[src/ssur_pkg.sv]
// Shared constants, types and ring helpers for the sensor sample unpack ring.
`default_nettype none

package ssur_pkg;

  localparam int unsigned RING_DEPTH  = 32;
  localparam int unsigned SAMPLE_BITS = 18;
  localparam int unsigned IDX_W       = $clog2(RING_DEPTH);
  localparam int unsigned OUT_W       = 18;
  localparam int unsigned COUNT_W     = 5;
  localparam int unsigned PHASE_W     = 3;
  localparam int unsigned PART_W      = 16;
  localparam int unsigned CFG_W       = 2;

  // Input operation codes.
  localparam logic OP_BYTE = 1'b0;
  localparam logic OP_POP  = 1'b1;

  typedef logic [IDX_W-1:0]       idx_t;
  typedef logic [SAMPLE_BITS-1:0] sample_t;
  typedef logic [PHASE_W-1:0]     phase_t;

  typedef enum logic [1:0] {
    S_IDLE = 2'b01,
    S_READ = 2'b10
  } state_e;

  // Commands from the controller to the datapath.
  typedef struct packed {
    logic upd;   // take the input item and update the ring state
    logic load;  // read the ring and load the result register
  } cmd_t;

  function automatic idx_t ring_next(input idx_t i);
    idx_t r;
    if (i == IDX_W'(RING_DEPTH - 1)) begin
      r = '0;
    end else begin
      r = i + 1'b1;
    end
    return r;
  endfunction

  function automatic idx_t ring_count(input idx_t h, input idx_t t);
    logic [IDX_W:0] d;
    d = {1'b0, h} - {1'b0, t};
    if (h < t) begin
      d = d + (IDX_W + 1)'(RING_DEPTH);
    end
    return d[IDX_W-1:0];
  endfunction

endpackage

`default_nettype wire

[src/sensor_sample_unpack_ring_top.sv]
// Top level of the sensor sample unpack ring: controller and datapath.
//
// The input channel carries one item per transfer: either a raw byte from
// the sensor's sample FIFO (op 0) or a request to pop the oldest unread
// sample (op 1). Three bytes, most significant first, form one value that
// is cut to the sample width; with two channels active a red value is
// followed by an IR value and the pair is stored as one ring entry.
// Every item gives exactly one result transfer on the output channel, with
// the oldest unread and latest samples, the unread count and the flags.
// For a byte the accepting edge takes it into the assembly and, for a
// completed sample, advances the head and writes the sample memory. In the
// read state, once the result register is free, an edge reads the memory
// at the oldest entry and at the head into the result register, and a pop
// advances the tail there. No new item is taken until that read is done.
// The result register holds its transfer while the receiver stalls; a new
// item may be taken meanwhile, and its read step waits until the register
// is free. Reset empties the ring, clears byte assembly and sets two
// active channels; the memories themselves are not cleared. The channel
// register may be written only while no item is in flight.
`default_nettype none

module sensor_sample_unpack_ring_top (
  input  wire logic                          clk_i,
  input  wire logic                          rst_ni,
  input  wire logic                          cfg_we_i,
  input  wire logic [ssur_pkg::CFG_W-1:0]    cfg_wdata_i,
  input  wire logic                          in_valid_i,
  output logic                               in_stall_o,
  input  wire logic                          op_i,
  input  wire logic [7:0]                    data_byte_i,
  output logic                               out_valid_o,
  input  wire logic                          out_stall_i,
  output logic                               sample_stored_o,
  output logic                               popped_o,
  output logic [ssur_pkg::OUT_W-1:0]         oldest_red_o,
  output logic [ssur_pkg::OUT_W-1:0]         oldest_ir_o,
  output logic [ssur_pkg::OUT_W-1:0]         latest_red_o,
  output logic [ssur_pkg::OUT_W-1:0]         latest_ir_o,
  output logic [ssur_pkg::COUNT_W-1:0]       unread_count_o,
  output logic                               overrun_o
);
  import ssur_pkg::*;

  cmd_t cmd;

  // The controller sequences the update and read steps of each item.
  ssur_ctrl u_ctrl (
    .clk_i       (clk_i),
    .rst_ni      (rst_ni),
    .in_valid_i  (in_valid_i),
    .in_stall_o  (in_stall_o),
    .out_valid_o (out_valid_o),
    .out_stall_i (out_stall_i),
    .cmd_o       (cmd)
  );

  // The datapath owns the ring, the byte assembly and the result register.
  ssur_dp u_dp (
    .clk_i           (clk_i),
    .rst_ni          (rst_ni),
    .cmd_i           (cmd),
    .op_i            (op_i),
    .data_byte_i     (data_byte_i),
    .cfg_we_i        (cfg_we_i),
    .cfg_wdata_i     (cfg_wdata_i),
    .sample_stored_o (sample_stored_o),
    .popped_o        (popped_o),
    .oldest_red_o    (oldest_red_o),
    .oldest_ir_o     (oldest_ir_o),
    .latest_red_o    (latest_red_o),
    .latest_ir_o     (latest_ir_o),
    .unread_count_o  (unread_count_o),
    .overrun_o       (overrun_o)
  );

endmodule

`default_nettype wire

[src/ssur_ctrl.sv]
// Controller state machine: input handshake, ring read sequencing and output valid.
`default_nettype none

module ssur_ctrl (
  input  wire logic          clk_i,
  input  wire logic          rst_ni,
  input  wire logic          in_valid_i,
  output logic               in_stall_o,
  output logic               out_valid_o,
  input  wire logic          out_stall_i,
  output ssur_pkg::cmd_t     cmd_o
);
  import ssur_pkg::*;

  state_e state_q, state_d;
  logic   out_valid_q, out_valid_d;
  logic   out_free;

  // The result register may be reloaded when empty or emptied in this cycle.
  assign out_free = !out_valid_q || !out_stall_i;

  always_comb begin
    state_d     = state_q;
    cmd_o       = '0;
    in_stall_o  = 1'b1;
    out_valid_d = out_valid_q && out_stall_i;
    unique case (state_q)
      S_IDLE: begin
        in_stall_o = 1'b0;
        if (in_valid_i) begin
          cmd_o.upd = 1'b1;
          state_d   = S_READ;
        end
      end
      S_READ: begin
        if (out_free) begin
          cmd_o.load  = 1'b1;
          out_valid_d = 1'b1;
          state_d     = S_IDLE;
        end
      end
      default: begin
        state_d = S_IDLE;
      end
    endcase
  end

  always_ff @(posedge clk_i or negedge rst_ni) begin
    if (!rst_ni) begin
      state_q     <= S_IDLE;
      out_valid_q <= 1'b0;
    end else begin
      state_q     <= state_d;
      out_valid_q <= out_valid_d;
    end
  end

  assign out_valid_o = out_valid_q;

endmodule

`default_nettype wire

[src/ssur_dp.sv]
// Datapath: byte assembly, head and tail pointers, sample memories and result register.
`default_nettype none

module ssur_dp (
  input  wire logic                          clk_i,
  input  wire logic                          rst_ni,
  input  wire ssur_pkg::cmd_t                cmd_i,
  input  wire logic                          op_i,
  input  wire logic [7:0]                    data_byte_i,
  input  wire logic                          cfg_we_i,
  input  wire logic [ssur_pkg::CFG_W-1:0]    cfg_wdata_i,
  output logic                               sample_stored_o,
  output logic                               popped_o,
  output logic [ssur_pkg::OUT_W-1:0]         oldest_red_o,
  output logic [ssur_pkg::OUT_W-1:0]         oldest_ir_o,
  output logic [ssur_pkg::OUT_W-1:0]         latest_red_o,
  output logic [ssur_pkg::OUT_W-1:0]         latest_ir_o,
  output logic [ssur_pkg::COUNT_W-1:0]       unread_count_o,
  output logic                               overrun_o
);
  import ssur_pkg::*;

  // Ring state.
  idx_t                head_q, head_d;
  idx_t                tail_q, tail_d;
  phase_t              phase_q, phase_d;
  logic [PART_W-1:0]   partial_q, partial_d;
  sample_t             pending_q, pending_d;
  logic [CFG_W-1:0]    chan_q;
  logic                op_q, op_d;
  logic                stored_q, stored_d;
  logic                ovr_q, ovr_d;

  // Sample memories, no reset.
  sample_t             red_mem [RING_DEPTH];
  sample_t             ir_mem  [RING_DEPTH];

  // Result register.
  sample_t             old_red_q, old_ir_q, new_red_q, new_ir_q;
  logic                old_vld_q, res_stored_q, res_popped_q, res_ovr_q;
  logic [COUNT_W-1:0]  res_count_q;

  phase_t              ph, pos;
  logic                two;
  logic [PART_W+7:0]   assembled;
  sample_t             value;
  idx_t                head_nxt, tail_nxt, wr_addr, old_addr;
  logic                we_red, we_ir;
  sample_t             wr_red;
  logic                nonempty, pop_now;

  assign two       = chan_q[1];
  assign ph        = (phase_q > 3'd5) ? '0 : phase_q;
  assign pos       = (ph >= 3'd3) ? ph - 3'd3 : ph;
  assign assembled = {partial_q, data_byte_i};
  assign value     = assembled[SAMPLE_BITS-1:0];
  assign head_nxt  = ring_next(head_q);
  assign tail_nxt  = ring_next(tail_q);
  assign wr_addr   = head_nxt;
  assign wr_red    = two ? pending_q : value;
  assign nonempty  = (ring_count(head_q, tail_q) != '0);
  assign pop_now   = cmd_i.load && (op_q == OP_POP) && nonempty;
  assign old_addr  = tail_nxt;

  always_comb begin
    phase_d   = phase_q;
    partial_d = partial_q;
    pending_d = pending_q;
    head_d    = head_q;
    tail_d    = tail_q;
    op_d      = op_q;
    stored_d  = stored_q;
    ovr_d     = ovr_q;
    we_red    = 1'b0;
    we_ir     = 1'b0;
    if (cmd_i.upd) begin
      op_d     = op_i;
      stored_d = 1'b0;
      ovr_d    = 1'b0;
      if (op_i == OP_BYTE) begin
        case (pos)
          3'd0: begin
            partial_d = PART_W'(data_byte_i);
            phase_d   = ph + 3'd1;
          end
          3'd1: begin
            partial_d = {partial_q[7:0], data_byte_i};
            phase_d   = ph + 3'd1;
          end
          default: begin
            if (two && (ph == 3'd2)) begin
              pending_d = value;
              phase_d   = 3'd3;
            end else begin
              // Completed sample: advance head and write it there.
              we_red   = 1'b1;
              we_ir    = two;
              head_d   = head_nxt;
              stored_d = 1'b1;
              phase_d  = '0;
              if (head_nxt == tail_q) begin
                tail_d = tail_nxt;
                ovr_d  = 1'b1;
              end
            end
          end
        endcase
      end
    end else if (pop_now) begin
      tail_d = tail_nxt;
    end
  end

  always_ff @(posedge clk_i or negedge rst_ni) begin
    if (!rst_ni) begin
      head_q    <= '0;
      tail_q    <= '0;
      phase_q   <= '0;
      partial_q <= '0;
      pending_q <= '0;
      chan_q    <= CFG_W'(2);
      op_q      <= OP_BYTE;
      stored_q  <= 1'b0;
      ovr_q     <= 1'b0;
    end else begin
      head_q    <= head_d;
      tail_q    <= tail_d;
      phase_q   <= phase_d;
      partial_q <= partial_d;
      pending_q <= pending_d;
      op_q      <= op_d;
      stored_q  <= stored_d;
      ovr_q     <= ovr_d;
      if (cfg_we_i) begin
        chan_q <= cfg_wdata_i;
      end
    end
  end

  always_ff @(posedge clk_i) begin
    if (we_red) begin
      red_mem[wr_addr] <= wr_red;
    end
    if (we_ir) begin
      ir_mem[wr_addr] <= value;
    end
  end

  // Reads at the oldest unread entry and at the head, registered as the result.
  always_ff @(posedge clk_i) begin
    if (cmd_i.load) begin
      old_red_q    <= red_mem[old_addr];
      old_ir_q     <= ir_mem[old_addr];
      new_red_q    <= red_mem[head_q];
      new_ir_q     <= ir_mem[head_q];
      old_vld_q    <= nonempty;
      res_stored_q <= (op_q == OP_BYTE) && stored_q;
      res_ovr_q    <= (op_q == OP_BYTE) && ovr_q;
      res_popped_q <= pop_now;
      res_count_q  <= COUNT_W'(ring_count(head_q, tail_d));
    end
  end

  assign sample_stored_o = res_stored_q;
  assign popped_o        = res_popped_q;
  assign oldest_red_o    = old_vld_q ? OUT_W'(old_red_q) : '0;
  assign oldest_ir_o     = old_vld_q ? OUT_W'(old_ir_q) : '0;
  assign latest_red_o    = OUT_W'(new_red_q);
  assign latest_ir_o     = OUT_W'(new_ir_q);
  assign unread_count_o  = res_count_q;
  assign overrun_o       = res_ovr_q;

endmodule

`default_nettype wire

[config.mk]
export PLATFORM = sky130hd
export DESIGN_NAME = sensor_sample_unpack_ring_top
export DESIGN_NICKNAME = d
export VERILOG_FILES = /design/src/ssur_pkg.sv /design/src/sensor_sample_unpack_ring_top.sv /design/src/ssur_ctrl.sv /design/src/ssur_dp.sv
export SDC_FILE = /design/constraint.sdc
export NUM_CORES = 2
export LEC_CHECK = 0
export BUFFER_PORTS_ARGS = -buffer_cell sky130_fd_sc_hd__buf_2
export CAP_MARGIN = 20
export CORE_MARGIN = 3
export CORE_UTILIZATION = 45
export CTS_CLUSTER_DIAMETER = 200
export DETAILED_ROUTE_END_ITERATION = 12
export GPL_TIMING_DRIVEN = 0
export PLACE_DENSITY = 0.61
export SETUP_SLACK_MARGIN = 0.15
export SYNTH_ARGS = -nofsm -noshare
export SYNTH_HDL_FRONTEND = slang
export SYNTH_HIERARCHICAL = 1
export SYNTH_SLANG_ARGS = --single-unit
[constraint.sdc]
create_clock -name clk_i -period 9.3 [get_ports clk_i]
set_input_delay 0.93 -clock clk_i [delete_from_list [all_inputs] [get_ports clk_i]]
set_output_delay 0.93 -clock clk_i [all_outputs]
set_load 0.02 [all_outputs]
==> flow_metrics.env <==
export IMPL_drc=0
export IMPL_synth_seq_cells=1281
export IMPL_drt_initial_drc_count=4891
export IMPL_layout_common_cells="1233 x edfxtp_1, 684 x mux4_2, 156 x buf_2"
export IMPL_setup_violations=0
export IMPL_cts_made_buffers=136
export IMPL_layout_min_cycle_time_ns=6.92
export IMPL_netlist_instances=2690
export IMPL_grt_pass1_vias=33300
export IMPL_rsz0062_at_grt="false"
export IMPL_p_int_w=0.0150
export IMPL_crit_required_ns=9.74
export IMPL_p_total_w=0.0240
export IMPL_design_die_area_mm2=0.135
export IMPL_min_path_type="in2async"
export IMPL_swShare_pct=37.4
export IMPL_grt_usage_pct=28.4
export IMPL_wire_per_inst_um=39.3
export IMPL_wirelength_um=191000
export IMPL_fmax_mhz=145
export IMPL_io_pins=98
export IMPL_ys_flop_type="edfxtp_1"
export IMPL_cts_tree="built"
export IMPL_yosys_warnings=6
export IMPL_postRouteAntennaNets=0
export IMPL_antenna_found_initial=14
export IMPL_hold_viol=0
export IMPL_htree_levels=4
export IMPL_finalNetCount=3044
export IMPL_clock_latency_ns=0.77
export IMPL_p_seq_share_pct=30.7
export IMPL_dieWidth_um=367
export IMPL_netlist_area_mm2=0.0588
export IMPL_rows=131
export IMPL_end_kind="flop"
export IMPL_start_kind="flop"
export IMPL_synth_edff_count=1233
export IMPL_stdcell_count=4850
export IMPL_dp_cells=4591
export IMPL_worst_hold_slack_ns=0.196
export IMPL_viasPerCell=6.73
export IMPL_pwr_share_clk_pct=22.5
export IMPL_postCtsHoldBufs=0
export IMPL_status="finished, final reports clean"
export IMPL_ir_drop_mv=0.262
export IMPL_worstPathArrival_ns=7.36
export IMPL_clock_tree_buffer_depth=3
export IMPL_cts_resized=0
export IMPL_gr_total_overflow=0
export IMPL_clk_pin_slew_worst_paths_ns=0.06
export IMPL_async_flop_share_pct=3.75
export IMPL_synth_seq_area_share_pct=65.0
export IMPL_io_buffers=96
export IMPL_path_class="reg2reg"
export IMPL_place_congestion=0.900
export IMPL_grt_max_degree=37
export IMPL_vias=32600
export IMPL_p_per_area_mw_per_mm2=352
export IMPL_dpl_hpwl_um=135000
export IMPL_cp_max_fo=10
export IMPL_final_period_utilization_pct=74.4
export IMPL_cellLeakagePower_nw=22.0
export IMPL_root_buffer="clkbuf_16"
export IMPL_yosysUniqueCellTypes=57
export IMPL_first_pass_iters=6
export IMPL_worstMarginPinSlew_ns=1.31
export IMPL_p_comb_share_pct=46.8
export IMPL_start_util_pct=45.7
export IMPL_cap_violations=0
export IMPL_drv_slew=0
export IMPL_synth_fp_nets=2723
export IMPL_cts_num_sinks=1281
export IMPL_maxSlewHeadroom_pct=12.7
export IMPL_die_height_um=367
export IMPL_synth_avg_cell_area_um2=21.8
export IMPL_p_switching_w=0.00897
export IMPL_grt_pass1_wl_um=263000
export IMPL_fin_worst_skew_ns=0.0340
export IMPL_mostFrequentLayoutCell="edfxtp_1"
export IMPL_postCtsSetupBuffers=0
export IMPL_core_area_mm2=0.129
export IMPL_area_delta_synth_final_pct=15.9
export IMPL_final_util_pct=52.9
export IMPL_drive_gt1_share_pct=42.8
==> critical path: stages (launching register included) <==
cell      delay [ns]
dfrtp_1         0.50
clkbuf_1        0.47
clkbuf_1        0.90
and3_1          0.32
ha_1            0.15
clkbuf_1        0.37
nor2b_1         0.10
mux2_2          0.39
xnor2_1         0.19
nand4_1         0.35
o21ai_2         0.32
buf_2           0.29
mux2_2          0.19
ha_1            0.14
inv_1           0.07
fa_1            0.43
a21o_1          0.20
a21oi_1         0.29
xnor2_1         0.12
xnor2_1         0.77
==> metal layers <==
layer	GRT usage, %	wire length, µm	vias up
met4	10.1	6840	6
met1	37.1	68800	17400
li1	-	-	12300
met5	0	39	-
met2	44.0	89400	2438
met3	10.2	25600	412
==> synth_stat cells (3+ instances only) <==
cell | number | share of area (%)
edfxtp_1 | 1233 | 63
mux4_2 | 684 | 26
mux2i_1 | 144 | 2.5
mux2_2 | 82 | 1.6
nor2_1 | 77 | 0.49
clkbuf_1 | 67 | 0.43
buf_2 | 60 | 0.51
inv_1 | 51 | 0.33
dfrtp_1 | 46 | 2.0
and2_1 | 37 | 0.39
buf_4 | 33 | 0.42
nand2_1 | 28 | 0.18
ha_1 | 16 | 0.34
buf_6 | 15 | 0.29
buf_1 | 14 | 0.089
nand3_1 | 10 | 0.085
o21ai_0 | 10 | 0.085
xnor2_1 | 10 | 0.15
a21oi_1 | 8 | 0.068
a21o_1 | 6 | 0.077
nor2b_1 | 6 | 0.064
nor3_1 | 5 | 0.043
and3_1 | 4 | 0.043
nand3b_1 | 4 | 0.051
nand2b_1 | 3 | 0.032
xor2_1 | 3 | 0.045
==> logic make-up after synthesis <==
logic type | after synthesis | share of synthesized area, %
AOI/OAI and AO/OA | 38 | 0.428
xor gates and xnor gates | 14 | 0.232
adders and majority gates | 17 | 0.375
buffers and inverters | 241 | 2.07
DFF | 1281 | 65.0
muxes | 911 | 30.3
and+or+nand+nor | 188 | 1.58
==> metrics by stage <==
stage,worst slack [ns],setup TNS (ns),instance area [µm²]
final,2.38,0,68100
after detailed placement,2.31,0,63500
after global routing,2.38,0,68100
after CTS,2.29,0,67900
after floorplan,1.84,0,58800
after global placement,-3.45,-21.60,61400
==> power by group through the flow <==
| stage | clock network, W | registers, W | logic [W] |
|---|---|---|---|
| 3_5_place_dp | 0 | 0.00757 | 0.0108 |
| 6_report | 0.00540 | 0.00736 | 0.0112 |
| 5_1_grt | 0.00571 | 0.00738 | 0.0115 |
| 4_1_cts | 0.00548 | 0.00744 | 0.0108 |
| 3_3_place_gp | 0 | 0.00758 | 0.0104 |
| 2_1_floorplan | 0 | 0.00744 | 0.00673 |
==> area by class of cell <==
type / count / area [µm²]
Tap cell: 1729 / 2160
Multi-Input combinational cell: 1168 / 19700
Clock buffer: 176 / 3750
Buffer: 190 / 1030
Timing Repair Buffer: 183 / 2380
Inverter: 51 / 191
Sequential cell: 1281 / 38200
Clock inverter: 68 / 649
Antenna cell: 4 / 10.0
Fill cell: 9685 / 60500
==> sequential cells by signal (all words and copies together), names as in the netlist, 3 cells and up <==
signal	cells
u_dp/latest_red_o	18
u_dp/old_ir_q	18
u_dp/unread_count_o	5
u_dp/phase_q	3
u_dp/partial_q	10
u_dp/head_q	5
u_dp/old_red_q	18
u_dp/latest_ir_o	18
u_dp/tail_q	5
u_dp/pending_q	18
u_dp/red_mem	576
u_dp/ir_mem	576
==> worst paths after layout <==
| check | startpoint | end | slack, ns | depth (start not counted) |
|---|---|---|---|---|
| hold reg to reg | u_dp/pending_q[14] | u_dp/pending_q[14] | 0.50 | 1 |
| min in group clk_i | cfg_wdata_i[1] | u_dp/chan_q[1] | 0.41 | 2 |
| max in group asynchronous | rst_ni | u_dp/pending_q[7] | 8.51 | 2 |
| setup reg to reg | u_dp/head_q[3] | u_dp/unread_count_o[4] | 2.38 | 19 |
| hold / removal | rst_ni | u_dp/pending_q[14] | 0.20 | 1 |
| setup / recovery | u_dp/head_q[3] | u_dp/unread_count_o[4] | 2.38 | 19 |
Note: power is estimated with default switching activity, not from simulation.
